File: src/sv/scpi_pkg.sv
// Shared types, constants and helper functions for the sound chip port interface.
// No dependencies; imported by scpi_exec and the top level.
package scpi_pkg;

    localparam int NUM_CHIPS_DEF        = 5;
    localparam int NUM_STORED_CHIPS_DEF = 3;
    localparam int REGS_PER_CHIP        = 16;

    localparam logic [7:0]  PORT_LIMIT      = 8'h12;
    localparam logic [5:0]  TIMER_CHIP      = 6'd2;
    localparam logic [3:0]  TIMER_REG       = 4'd14;
    localparam logic [13:0] COUNT_WRAP      = 14'd10240;
    localparam logic [9:0]  TICK_STEP_RESET = 10'd40;
    localparam logic [7:0]  BUS_IDLE        = 8'hFF;

    typedef enum logic [1:0] {
        OP_WRITE = 2'd0,
        OP_READ  = 2'd1,
        OP_TICK  = 2'd2,
        OP_NOP   = 2'd3
    } op_t;

    typedef enum logic [1:0] {
        FN_ADDR = 2'd0,
        FN_READ = 2'd1,
        FN_DATA = 2'd2,
        FN_NONE = 2'd3
    } func_t;

    typedef struct packed {
        logic [1:0] opcode;
        logic [7:0] port;
        logic [7:0] data;
    } item_t;

    // Timer readback table, indexed by cycle_count / 1024 (clamped to 9).
    function automatic logic [7:0] timer_value(input logic [3:0] idx);
        logic [7:0] val;
        case (idx)
            4'd0:    val = 8'h00;
            4'd1:    val = 8'h01;
            4'd2:    val = 8'h02;
            4'd3:    val = 8'h03;
            4'd4:    val = 8'h04;
            4'd5:    val = 8'h09;
            4'd6:    val = 8'h0a;
            4'd7:    val = 8'h0b;
            4'd8:    val = 8'h0a;
            default: val = 8'h0d;
        endcase
        return val;
    endfunction

endpackage

File: src/sv/scpi_ram.sv
// Generic single-write, single-read RAM with registered read data.
// No dependencies.
module scpi_ram #(
    parameter int WIDTH = 8,
    parameter int DEPTH = 48,
    localparam int AW   = (DEPTH > 1) ? $clog2(DEPTH) : 1
) (
    input  logic             aclk,
    input  logic             wr_en,
    input  logic [AW-1:0]    wr_addr,
    input  logic [WIDTH-1:0] wr_data,
    input  logic             rd_en,
    input  logic [AW-1:0]    rd_addr,
    output logic [WIDTH-1:0] rd_data
);

    logic [WIDTH-1:0] mem [DEPTH];

    always_ff @(posedge aclk) begin
        if (wr_en) begin
            mem[wr_addr] <= wr_data;
        end
        if (rd_en) begin
            rd_data <= mem[rd_addr];
        end
    end

endmodule

File: src/sv/scpi_exec.sv
// Execute stage: address latches, register-file valid bits, tick counter and result mux.
// Depends on scpi_pkg; drives the write port and read port of an external scpi_ram.
module scpi_exec #(
    parameter int NUM_CHIPS        = scpi_pkg::NUM_CHIPS_DEF,
    parameter int NUM_STORED_CHIPS = scpi_pkg::NUM_STORED_CHIPS_DEF,
    localparam int RAM_DEPTH       = NUM_STORED_CHIPS * scpi_pkg::REGS_PER_CHIP,
    localparam int RAM_AW          = $clog2(RAM_DEPTH)
) (
    input  logic                aclk,
    input  logic                aresetn,
    input  logic                cfg_wr_en,
    input  logic [9:0]          cfg_wr_data,
    input  logic                exec_en,
    input  scpi_pkg::item_t     exec_item,
    input  logic                acc_en,
    input  logic [7:0]          acc_port,
    output logic                ram_wr_en,
    output logic [RAM_AW-1:0]   ram_wr_addr,
    output logic [7:0]          ram_wr_data,
    output logic                ram_rd_en,
    output logic [RAM_AW-1:0]   ram_rd_addr,
    input  logic [7:0]          ram_rd_data,
    output logic [7:0]          result
);

    import scpi_pkg::*;

    localparam int CHIP_W = (NUM_CHIPS > 1) ? $clog2(NUM_CHIPS) : 1;

    logic [3:0]           latch_reg [NUM_CHIPS];
    logic [RAM_DEPTH-1:0] ram_vld_reg;
    logic [13:0]          cycle_count_reg, cycle_count_next;
    logic [9:0]           tick_step_reg;
    logic                 fwd_hit_reg, rd_vld_reg;
    logic [7:0]           fwd_data_reg;

    op_t                  x_op;
    func_t                x_func;
    logic [5:0]           x_chip, a_chip;
    logic                 x_mapped, x_stored, x_latch_we, x_ram_we;
    logic [CHIP_W-1:0]    x_idx, a_idx;
    logic [3:0]           x_reg, a_reg;
    logic                 a_known, a_stored, fwd_hit;
    logic [14:0]          count_sum;
    logic [7:0]           stored_data;

    // Decode of the transaction being executed
    always_comb begin
        x_op       = op_t'(exec_item.opcode);
        x_func     = func_t'(exec_item.port[1:0]);
        x_chip     = exec_item.port[7:2];
        x_mapped   = (exec_item.port <= PORT_LIMIT) && (x_chip < 6'(NUM_CHIPS));
        x_stored   = x_chip < 6'(NUM_STORED_CHIPS);
        x_idx      = x_mapped ? x_chip[CHIP_W-1:0] : '0;
        x_reg      = latch_reg[x_idx];
        x_latch_we = (x_op == OP_WRITE) && x_mapped && (x_func == FN_ADDR);
        x_ram_we   = (x_op == OP_WRITE) && x_mapped && (x_func == FN_DATA) && x_stored;
    end

    assign ram_wr_en   = exec_en && x_ram_we;
    assign ram_wr_addr = RAM_AW'({x_chip, x_reg});
    assign ram_wr_data = exec_item.data;

    // Read address for the transaction being accepted; forward a latch write
    // made by the executing transaction in the same cycle.
    always_comb begin
        a_chip   = acc_port[7:2];
        a_known  = a_chip < 6'(NUM_CHIPS);
        a_stored = a_chip < 6'(NUM_STORED_CHIPS);
        a_idx    = a_known ? a_chip[CHIP_W-1:0] : '0;
        if (exec_en && x_latch_we && (x_idx == a_idx)) begin
            a_reg = exec_item.data[3:0];
        end else begin
            a_reg = latch_reg[a_idx];
        end
        ram_rd_addr = a_stored ? RAM_AW'({a_chip, a_reg}) : '0;
        fwd_hit     = ram_wr_en && (ram_wr_addr == ram_rd_addr);
    end

    assign ram_rd_en = acc_en;

    always_ff @(posedge aclk) begin
        if (!aresetn) begin
            fwd_hit_reg <= 1'b0;
            rd_vld_reg  <= 1'b0;
        end else if (acc_en) begin
            fwd_hit_reg <= fwd_hit;
            rd_vld_reg  <= ram_vld_reg[ram_rd_addr] | fwd_hit;
        end
    end

    always_ff @(posedge aclk) begin
        if (acc_en) begin
            fwd_data_reg <= exec_item.data;
        end
    end

    // Latches, valid bits, tick step
    always_ff @(posedge aclk) begin
        if (!aresetn) begin
            for (int i = 0; i < NUM_CHIPS; i++) begin
                latch_reg[i] <= '0;
            end
            ram_vld_reg   <= '0;
            tick_step_reg <= TICK_STEP_RESET;
        end else begin
            if (exec_en && x_latch_we) begin
                latch_reg[x_idx] <= exec_item.data[3:0];
            end
            if (ram_wr_en) begin
                ram_vld_reg[ram_wr_addr] <= 1'b1;
            end
            if (cfg_wr_en) begin
                tick_step_reg <= cfg_wr_data;
            end
        end
    end

    // Tick counter, modulo 10240
    always_comb begin
        count_sum = {1'b0, cycle_count_reg} + 15'(tick_step_reg);
        if (count_sum >= 15'(COUNT_WRAP)) begin
            cycle_count_next = 14'(count_sum - 15'(COUNT_WRAP));
        end else begin
            cycle_count_next = count_sum[13:0];
        end
    end

    always_ff @(posedge aclk) begin
        if (!aresetn) begin
            cycle_count_reg <= '0;
        end else if (exec_en && (x_op == OP_TICK)) begin
            cycle_count_reg <= cycle_count_next;
        end
    end

    // Result mux
    always_comb begin
        if (fwd_hit_reg) begin
            stored_data = fwd_data_reg;
        end else if (rd_vld_reg) begin
            stored_data = ram_rd_data;
        end else begin
            stored_data = 8'h00;
        end
        result = BUS_IDLE;
        if ((x_op == OP_READ) && x_mapped && (x_func == FN_READ)) begin
            if ((x_chip == TIMER_CHIP) && (x_reg == TIMER_REG)) begin
                result = timer_value(cycle_count_reg[13:10]);
            end else if (x_stored) begin
                result = stored_data;
            end
        end
    end

`ifndef ASSERT_OFF
    a_count_range: assert property (@(posedge aclk) disable iff (!aresetn)
        cycle_count_reg < COUNT_WRAP)
        else $error("cycle count out of range");
`endif

endmodule

File: src/sv/sound_chip_port_interface_top.sv
// Top level of the sound chip port interface: handshake registers and register-file RAM.
// Depends on scpi_pkg, scpi_ram and scpi_exec.

// Port front end for up to NUM_CHIPS sound chips on an audio CPU bus. Each
// transaction on the s_ channel is a port write, a port read, a time tick or a
// no-op; every transaction returns exactly one byte on the m_ channel (the read
// data, or 0xFF for writes, ticks, no-ops and unmapped reads), in order. The port
// byte splits into chip (port[7:2]) and function (port[1:0]); ports above 0x12
// are ignored. Throughput is one transaction per clock while m_ready is high: a
// transaction lands in the input register, is executed against the address
// latches, tick counter and register-file RAM in one pass, and its byte is held
// in the result register, which drives m_valid. The register-file RAM is read at
// the acceptance edge and written at the execute edge; writes that collide with
// the read are forwarded. Per-entry valid bits make the register file read as
// zero after reset with no clearing pass. The user must write tick_step through
// cfg_wr_en/cfg_wr_data only while the block is idle; the block does not enforce it.
module sound_chip_port_interface_top #(
    parameter int NUM_CHIPS        = scpi_pkg::NUM_CHIPS_DEF,
    parameter int NUM_STORED_CHIPS = scpi_pkg::NUM_STORED_CHIPS_DEF
) (
    input  logic       aclk,
    input  logic       aresetn,
    // configuration
    input  logic       cfg_wr_en,
    input  logic [9:0] cfg_wr_data,
    // input transactions
    input  logic       s_valid,
    output logic       s_ready,
    input  logic [1:0] s_opcode,
    input  logic [7:0] s_port,
    input  logic [7:0] s_write_data,
    // result transactions
    output logic       m_valid,
    input  logic       m_ready,
    output logic [7:0] m_read_data
);

    import scpi_pkg::*;

    localparam int RAM_DEPTH = NUM_STORED_CHIPS * REGS_PER_CHIP;
    localparam int RAM_AW    = $clog2(RAM_DEPTH);

    logic              in_vld_reg, in_vld_next;
    item_t             in_item_reg;
    logic              out_vld_reg, out_vld_next;
    logic [7:0]        m_read_data_reg;
    logic              accept, advance;
    logic [7:0]        result;

    logic              ram_wr_en, ram_rd_en;
    logic [RAM_AW-1:0] ram_wr_addr, ram_rd_addr;
    logic [7:0]        ram_wr_data, ram_rd_data;

    // Input stage moves to the result register whenever that is empty or draining
    assign advance = in_vld_reg && (!out_vld_reg || m_ready);
    assign s_ready = !in_vld_reg || advance;
    assign accept  = s_valid && s_ready;

    always_comb begin
        in_vld_next  = accept || (in_vld_reg && !advance);
        out_vld_next = advance || (out_vld_reg && !m_ready);
    end

    always_ff @(posedge aclk) begin
        if (!aresetn) begin
            in_vld_reg  <= 1'b0;
            out_vld_reg <= 1'b0;
        end else begin
            in_vld_reg  <= in_vld_next;
            out_vld_reg <= out_vld_next;
        end
    end

    always_ff @(posedge aclk) begin
        if (accept) begin
            in_item_reg <= '{opcode: s_opcode, port: s_port, data: s_write_data};
        end
        if (advance) begin
            m_read_data_reg <= result;
        end
    end

    assign m_valid     = out_vld_reg;
    assign m_read_data = m_read_data_reg;

    scpi_exec #(
        .NUM_CHIPS        (NUM_CHIPS),
        .NUM_STORED_CHIPS (NUM_STORED_CHIPS)
    ) u_exec (
        .aclk        (aclk),
        .aresetn     (aresetn),
        .cfg_wr_en   (cfg_wr_en),
        .cfg_wr_data (cfg_wr_data),
        .exec_en     (advance),
        .exec_item   (in_item_reg),
        .acc_en      (accept),
        .acc_port    (s_port),
        .ram_wr_en   (ram_wr_en),
        .ram_wr_addr (ram_wr_addr),
        .ram_wr_data (ram_wr_data),
        .ram_rd_en   (ram_rd_en),
        .ram_rd_addr (ram_rd_addr),
        .ram_rd_data (ram_rd_data),
        .result      (result)
    );

    scpi_ram #(
        .WIDTH (8),
        .DEPTH (RAM_DEPTH)
    ) u_regfile (
        .aclk    (aclk),
        .wr_en   (ram_wr_en),
        .wr_addr (ram_wr_addr),
        .wr_data (ram_wr_data),
        .rd_en   (ram_rd_en),
        .rd_addr (ram_rd_addr),
        .rd_data (ram_rd_data)
    );

`ifndef ASSERT_OFF
    a_stall_cause: assert property (@(posedge aclk) disable iff (!aresetn)
        !s_ready |-> (in_vld_reg && out_vld_reg && !m_ready))
        else $error("input stalled without a full pipeline");

    a_advance_fills: assert property (@(posedge aclk) disable iff (!aresetn)
        advance |=> out_vld_reg)
        else $error("executed transaction lost");

    a_nonread_idle: assert property (@(posedge aclk) disable iff (!aresetn)
        (advance && (in_item_reg.opcode != OP_READ)) |=> (m_read_data == BUS_IDLE))
        else $error("non-read transaction returned data");
`endif

endmodule
File: config.mk
export PLATFORM = sky130hd
export DESIGN_NAME = sound_chip_port_interface_top
export DESIGN_NICKNAME = d
export VERILOG_FILES = /design/src/sv/scpi_pkg.sv /design/src/sv/scpi_ram.sv /design/src/sv/scpi_exec.sv /design/src/sv/sound_chip_port_interface_top.sv
export SDC_FILE = /design/constraint.sdc
export NUM_CORES = 1
export LEC_CHECK = 0
export BUFFER_PORTS_ARGS = -buffer_cell sky130_fd_sc_hd__buf_2
export CAP_MARGIN = 20
export CORE_ASPECT_RATIO = 2
export CORE_MARGIN = 10
export CORE_UTILIZATION = 45
export CTS_BUF_LIST = sky130_fd_sc_hd__clkbuf_16
export CTS_CLUSTER_DIAMETER = 100
export DETAILED_ROUTE_END_ITERATION = 8
export PLACE_DENSITY = 0.69
export SETUP_SLACK_MARGIN = 0.15
export SYNTH_ARGS = -nofsm -noshare
export SYNTH_HDL_FRONTEND = slang
export SYNTH_SLANG_ARGS = --single-unit
export TNS_END_PERCENT = 100
File: constraint.sdc
create_clock -name aclk -period 4.9 [get_ports aclk]
set_input_delay 0.245 -clock aclk [delete_from_list [all_inputs] [get_ports aclk]]
set_output_delay 0.245 -clock aclk [all_outputs]
set_load 0.01 [all_outputs]
# After elaboration in Yosys (flattened, before gate mapping)
# Memories as Yosys holds them, arrays and structs flattened. A register that Yosys moved wholly into a read port is not among the register bits.
# Index checks and enable logic that the tools add are counted.
[word_totals]
regBits = 110
mem_bits_rw = 404
rom_bits = 64
inputBits = 33
out_inout_bits = 10
elab_cells = 89
mem_count = 3
[memory_table]
columns = ["name", "words", "width", "rd", "rd_ports_with_merged_regs", "write_ports", "line_no", "rtl"]
rows = [
  ["u_regfile.mem", 48, 8, 1, 1, 1, "scpi_ram.sv:17", "logic [WIDTH-1:0] mem [DEPTH];"],
  ["(name not given)", 16, 4, 1, 1, 0, "scpi_pkg.sv:39", "case (idx)"],
  ["u_exec.latch_reg", 5, 4, 2, 0, 5, "scpi_exec.sv:30", "logic [3:0] latch_reg [NUM_CHIPS];"],
]
[classes]
addsub = 2
n_lt_le_gt_ge = 9
n_eq_ne = 8
n_mux = 24
n_bitwise = 2
reduce_logical = 29
[op_table]
columns = ["cell", "count"]
rows = [
  ["$or A48 B48 Y48", 1],
  ["$mux W8", 4],
  ["$logic_and A1 B1 Y1", 18],
  ["$mux W4", 4],
  ["$add A14 B10 Y15", 1],
  ["$ge A15 B14 Y1 const B", 1],
  ["$lt A6 B7 Y1 const B", 2],
  ["$mux W14", 1],
  ["$sub A14 B14 Y14 const B", 1],
  ["$lt A6 B2 Y1 const B", 2],
  ["$lt A6 B3 Y1 const B", 2],
  ["$mux W1", 9],
  ["$mux W3", 3],
  ["$le A8 B5 Y1 const B", 1],
  ["$bmux W1 S6", 1],
  ["$demux W1 S6", 1],
  ["$eq A6 B2 Y1 const B", 1],
  ["$eq A6 B6 Y1", 1],
  ["$ge A6 B1 Y1 const B", 1],
  ["$mux W6", 1],
  ["$eq A2 B1 Y1 const B", 2],
  ["$eq A2 B2 Y1 const B", 2],
  ["$eq A4 B4 Y1 const B", 1],
  ["$logic_not A1 Y1", 4],
  ["other kinds (5)", 9],
]

# Longest topological paths before layout
[logic_depth]
ltp_word = 11
depth_mapped = 17

# Cells and area by module
# Synthesis repeated with hierarchy kept, for this count alone.
[unflattened]
cells_unflattened = 1480
hier_area_um2 = 22322.7
[modules_own_cells]
columns = ["module", "instances", "cells_each", "area_each_um2", "seq_area_each_um2"]
rows = [
  ["scpi_ram", 1, 793, 15429.8, 11771.3],
  ["scpi_exec", 1, 652, 6008.3, 2402.3],
  ["sound_chip_port_interface_top", 1, 35, 884.6, 820.8],
]

# Worst setup path after synthesis
# Ideal clock, no wire load.
[synth_path]
path_kind = "reg2reg"
start = "register u_exec.tick_step_reg[0]"
end = "register (tool-made name)"
t_arrival_ps = 3571
t_required_ps = 4777
path_slack_ps = 1206
stages_incl_launch_ff = 15
n_path_buf = 0
cell_sequence = "dfxtp_1 > ha_1 > inv_1 > fa_1 > nor2b_1 > o31a_1 > o31ai_4 > a21oi_1 > or3_1 > a2111o_1 > or4b_1 > and3_4 > or3_4 > nand3b_1 > mux2_1"
[synth_lines]
columns = ["element", "line_no", "rtl"]
rows = [
  ["start: declaration", "scpi_exec.sv:33", "logic [9:0] tick_step_reg;"],
  ["start signal: assignment", "scpi_exec.sv:114", "tick_step_reg <= cfg_wr_data;"],
]

# Worst setup path in the final report
[layout_path]
start = "register in_item_reg[15] in the netlist's numbering"
end = "register u_regfile.rd_data[4] (read register of u_regfile.mem) (data pin)"
[layout_via]
elab_chain_len = 8
[layout_rtl]
columns = ["element", "line_no", "rtl"]
rows = [
  ["start: declaration", "sound_chip_port_interface_top.sv:44", "item_t in_item_reg;"],
  ["start signal: assignment", "sound_chip_port_interface_top.sv:76", "in_item_reg <= '{opcode: s_opcode, port: s_port, data: s_write_data};"],
  ["$le A8 B5 Y1 / $lt A6 B3 Y1 (equally long branches)", "scpi_exec.sv:52", "x_mapped = (exec_item.port <= PORT_LIMIT) && (x_chip < 6'(NUM_CHIPS));"],
  ["$logic_and A1 B1 Y1 *", "scpi_exec.sv:52", ""],
  ["branches (longest 3 deep; another with $mux W3)", "--", ""],
  ["$logic_and A1 B1 Y1 *", "scpi_exec.sv:71", "if (exec_en && x_latch_we && (x_idx == a_idx)) begin"],
  ["$mux W4 *", "scpi_exec.sv:71", ""],
  ["$mux W6 *", "scpi_exec.sv:76", "ram_rd_addr = a_stored ? RAM_AW'({a_chip, a_reg}) : '0;"],
  ["end: declaration", "scpi_ram.sv:14", "output logic [WIDTH-1:0] rd_data"],
]
# Mark *: on every way between the ends.
# A chain may end at the register's enable or synchronous reset.

==> flow_summary_export.csv <==
group,metric,value,unit
timing,final-hold-violation-count,0,
finish,num_antenna_cells,0,
clock_tree,clock_path_buffers,3,
power_and_ir_drop,total_power,8690,uW
finish,largest_register_ffs,384,
logic_synthesis,syn_area_per_cell,13.7,um2
floorplanning,ios,43,
floorplanning,dieArea,59200,um2
critical_path,path_class,"reg -> reg",
placement,gp_congestion,0.877,
route,drcViolationCount,0,
clock_tree,cts_root_buf,"clkbuf_16",
finish,layout_common_cells,"446 x edfxtp_1, 129 x mux2i_1, 119 x a211oi_1",
timing,rsz0062_at_grt,"false",
critical_path,worstPathCellList,"or4_1 > a21oi_1 > nand4_1 > a21oi_4 > mux2i_4 > buf_12 > buf_4 > mux2i_1 > a21oi_1 > a22oi_1 > nor3b_1 > nand4_1",
finish,syn2layout_area_growth,13.1,%
route,via_per_inst,5.91,
floorplanning,start_util,45.3,%
grt,grtUsageMet1,19.3,%
floorplanning,rows,115,
logic_synthesis,synth_nets,1668,
route,post_drt_wl_per_cell,24.7,um
grt,use_met3,2.18,%
logic_synthesis,synth-seq-area-share,67.5,%
route,vias,14100,
grt,busiest_layer,"met2",
timing,fin_skew,0.0121,ns
critical_path,worst-path-buf-inv,2,
clock_tree,tritoncts,"built",
route,wirelength,59.1,mm
timing,setup_slack,0.442,ns
floorplanning,die_h,334,um
route,drtAntennaViolNets,0,
critical_path,crit_path_end_kind,"register",
timing,post-route-period-util,91.0,%
placement,hpwl,40.0,mm
status,status,"finished clean",
logic_synthesis,yosys_most_used_dff,"edfxtp_1",
logic_synthesis,synth_edf_count,446,
finish,drive_gt1_share,12.1,%
grt,grt_util_met2,36.8,%
clock_tree,cts_buffers,43,
route,dr.pass1.iters,8,
power_and_ir_drop,vdd_drop_max,281,uV
critical_path,crit_required,5.16,ns
run,cap_violations,0,
timing,fmax,224,MHz
grt,grt_antenna_before_repair,0,
clock_tree,cts_sinks,526,
clock_tree,clk_pin_slew_worst_paths,0.07,ns
clock_tree,htreeDepth,2,
critical_path,path_delay_family,"simple AND/OR/NAND/NOR gates",
grt,grt_max_degree,75,
route,drtIter0Drc,1145,
finish,post-route-util,51.2,%
hold_path,min_path_type,"in -> reg",
floorplanning,core_area,49100,um2
power_and_ir_drop,p_per_area,346,nW/um2
logic_synthesis,ys_types,74,
timing,holdWs,0.0423,ns
timing,period_needed,4.46,ns
grt,grt-ovfl-total,0,
logic_synthesis,synth_warnings,0,
timing,slew_violations,0,
timing,tightestPinTransition,1.13,ns
finish,layout.cells.most_common,"edfxtp_1",
timing,finalSetupViolCount,0,
clock_tree,insertion_delay,0.57,ns
logic_synthesis,synth_async_sr_flop_share,0,%
floorplanning,die_width,177,um
timing,slew_headroom,24.4,%
grt,grt_pass1_vias,14400,
critical_path,max_stage_delay,0.54,ns
placement,pre_cts_slack,0.207,ns
critical_path,critPathMaxFanout,38,
critical_path,critPathArrivalTime,4.72,ns
critical_path,crit_path_start_kind,"register",
logic_synthesis,post_synth_inst_count,1623,
timing,tns,0,ns
finish,final_nets,1763,
logic_synthesis,synth_seq_cells,526,
placement,io_buffers,42,
finish,nFillCells,4015,
grt,grt_pass1_wl,88.8,mm
grt,grtUsageTotal,19.7,%
power_and_ir_drop,leakage,0.00827,uW
logic_synthesis,syn_area,22200,um2
critical_path,crit_slowest_cell,"or4_1",
synthesized netlist by cell type (6+ instances only):
cell type    n  area [um2]
a2111oi_0    6        52.6
a211o_1     10        87.6
a211oi_1   119         893
a21boi_0    10        75.1
a21o_1       8        60.1
a21oi_1     64         320
a221o_1      6        60.1
a221oi_1    13         114
a22oi_1     15         113
a311oi_1     7        61.3
a31oi_1     17         106
and2_0      15        93.8
and2_1      83         519
and3_1      19         119
buf_1        8        30.0
buf_2       37         185
clkbuf_1    44         165
dfxtp_1     80        1600
edfxtp_1   446       13400
ha_1        11         138
inv_1       18        67.6
mux2_2      15         169
mux2i_1    130        1300
nand2_1    118         443
nand2b_1     7        43.8
nand3_1     14        70.1
nand4_1     12        75.1
nor2_1      89         334
nor2b_1     19         119
nor3_1      13        65.1
o21a_1      52         390
o21ai_0     35         175
xnor2_1      7        61.3
metrics by stage:
step | instance area [um2] | cells
2_1_floorplan | 22200 | 1623
3_3_place_gp | 23400 | 2281
3_5_place_dp | 23400 | 2281
4_1_cts | 25100 | 2384
5_1_grt | 25100 | 2392
6_report | 25100 | 2392
logic make-up (layout without fill, tap and decap cells):
logic type / Yosys count / count (layout) / share of synthesized area (%)
AO/OA/AOI/OAI: 393 / 393 / 12.6
XOR/XNOR: 12 / 12 / 0.473
adder cells (fa/ha/maj): 12 / 12 / 0.710
buffers and inverters: 112 / 238 / 2.22
flip-flops: 526 / 526 / 67.5
multiplexers: 148 / 148 / 6.83
AND/OR/NAND/NOR: 420 / 420 / 9.64
per-layer routing:
metal  vias up  part of all wire, %
li1       6399                    -
met5         -                    0
met1      7065                   33
met2       486                   55
met3       175                  4.7
met4         0                  8.0
final timing paths:
kind                         start               endpoint  slack [ns]  cells after the start
max                in_item_reg[15]   u_regfile.rd_data[4]        0.44                     12
min                      s_port[2]        in_item_reg[10]        0.04                      1
max reg2reg        in_item_reg[15]   u_regfile.rd_data[4]        0.44                     12
min reg2reg  u_exec.ram_vld_reg[7]  u_exec.ram_vld_reg[7]        0.46                      1
power by group:
group / switching (uW) / leakage, uW / total [uW] / internal [uW]
clock network: 1560 / 0.000713 / 3480 / 1910
registers: 25.8 / 0.00469 / 4900 / 4880
logic: 210 / 0.00287 / 308 / 97.8
worst register-to-register path, stage by stage (launching register included):
cell and delay [ns]:
edfxtp_1 0.42, or4_1 0.54, a21oi_1 0.27, nand4_1 0.21, a21oi_4 0.40, mux2i_4 0.38, buf_12 0.27, buf_4 0.38
mux2i_1 0.24, a21oi_1 0.08, a22oi_1 0.46, nor3b_1 0.39, nand4_1 0.13
repair_timing:
action / 4_1_cts / 5_1_grt
buffers inserted: 0 / 8
hold endpoints to repair: 27 / 0
setup endpoints to repair: 0 / 2
hold buffers: 27 / 0
resized for setup: 0 / 1
cell type report:
cell class	count	area (um2)	area share (%)
clock buffers	43	1080	4.28
clock inverters	33	304	1.21
inverters	18	67.6	0.269
multi-input cells	985	6770	26.9
flip-flops and latches	526	15000	59.7
well taps	643	805	3.20
repair buffers	144	1120	4.45
Power figures use the tool's default switching activity.
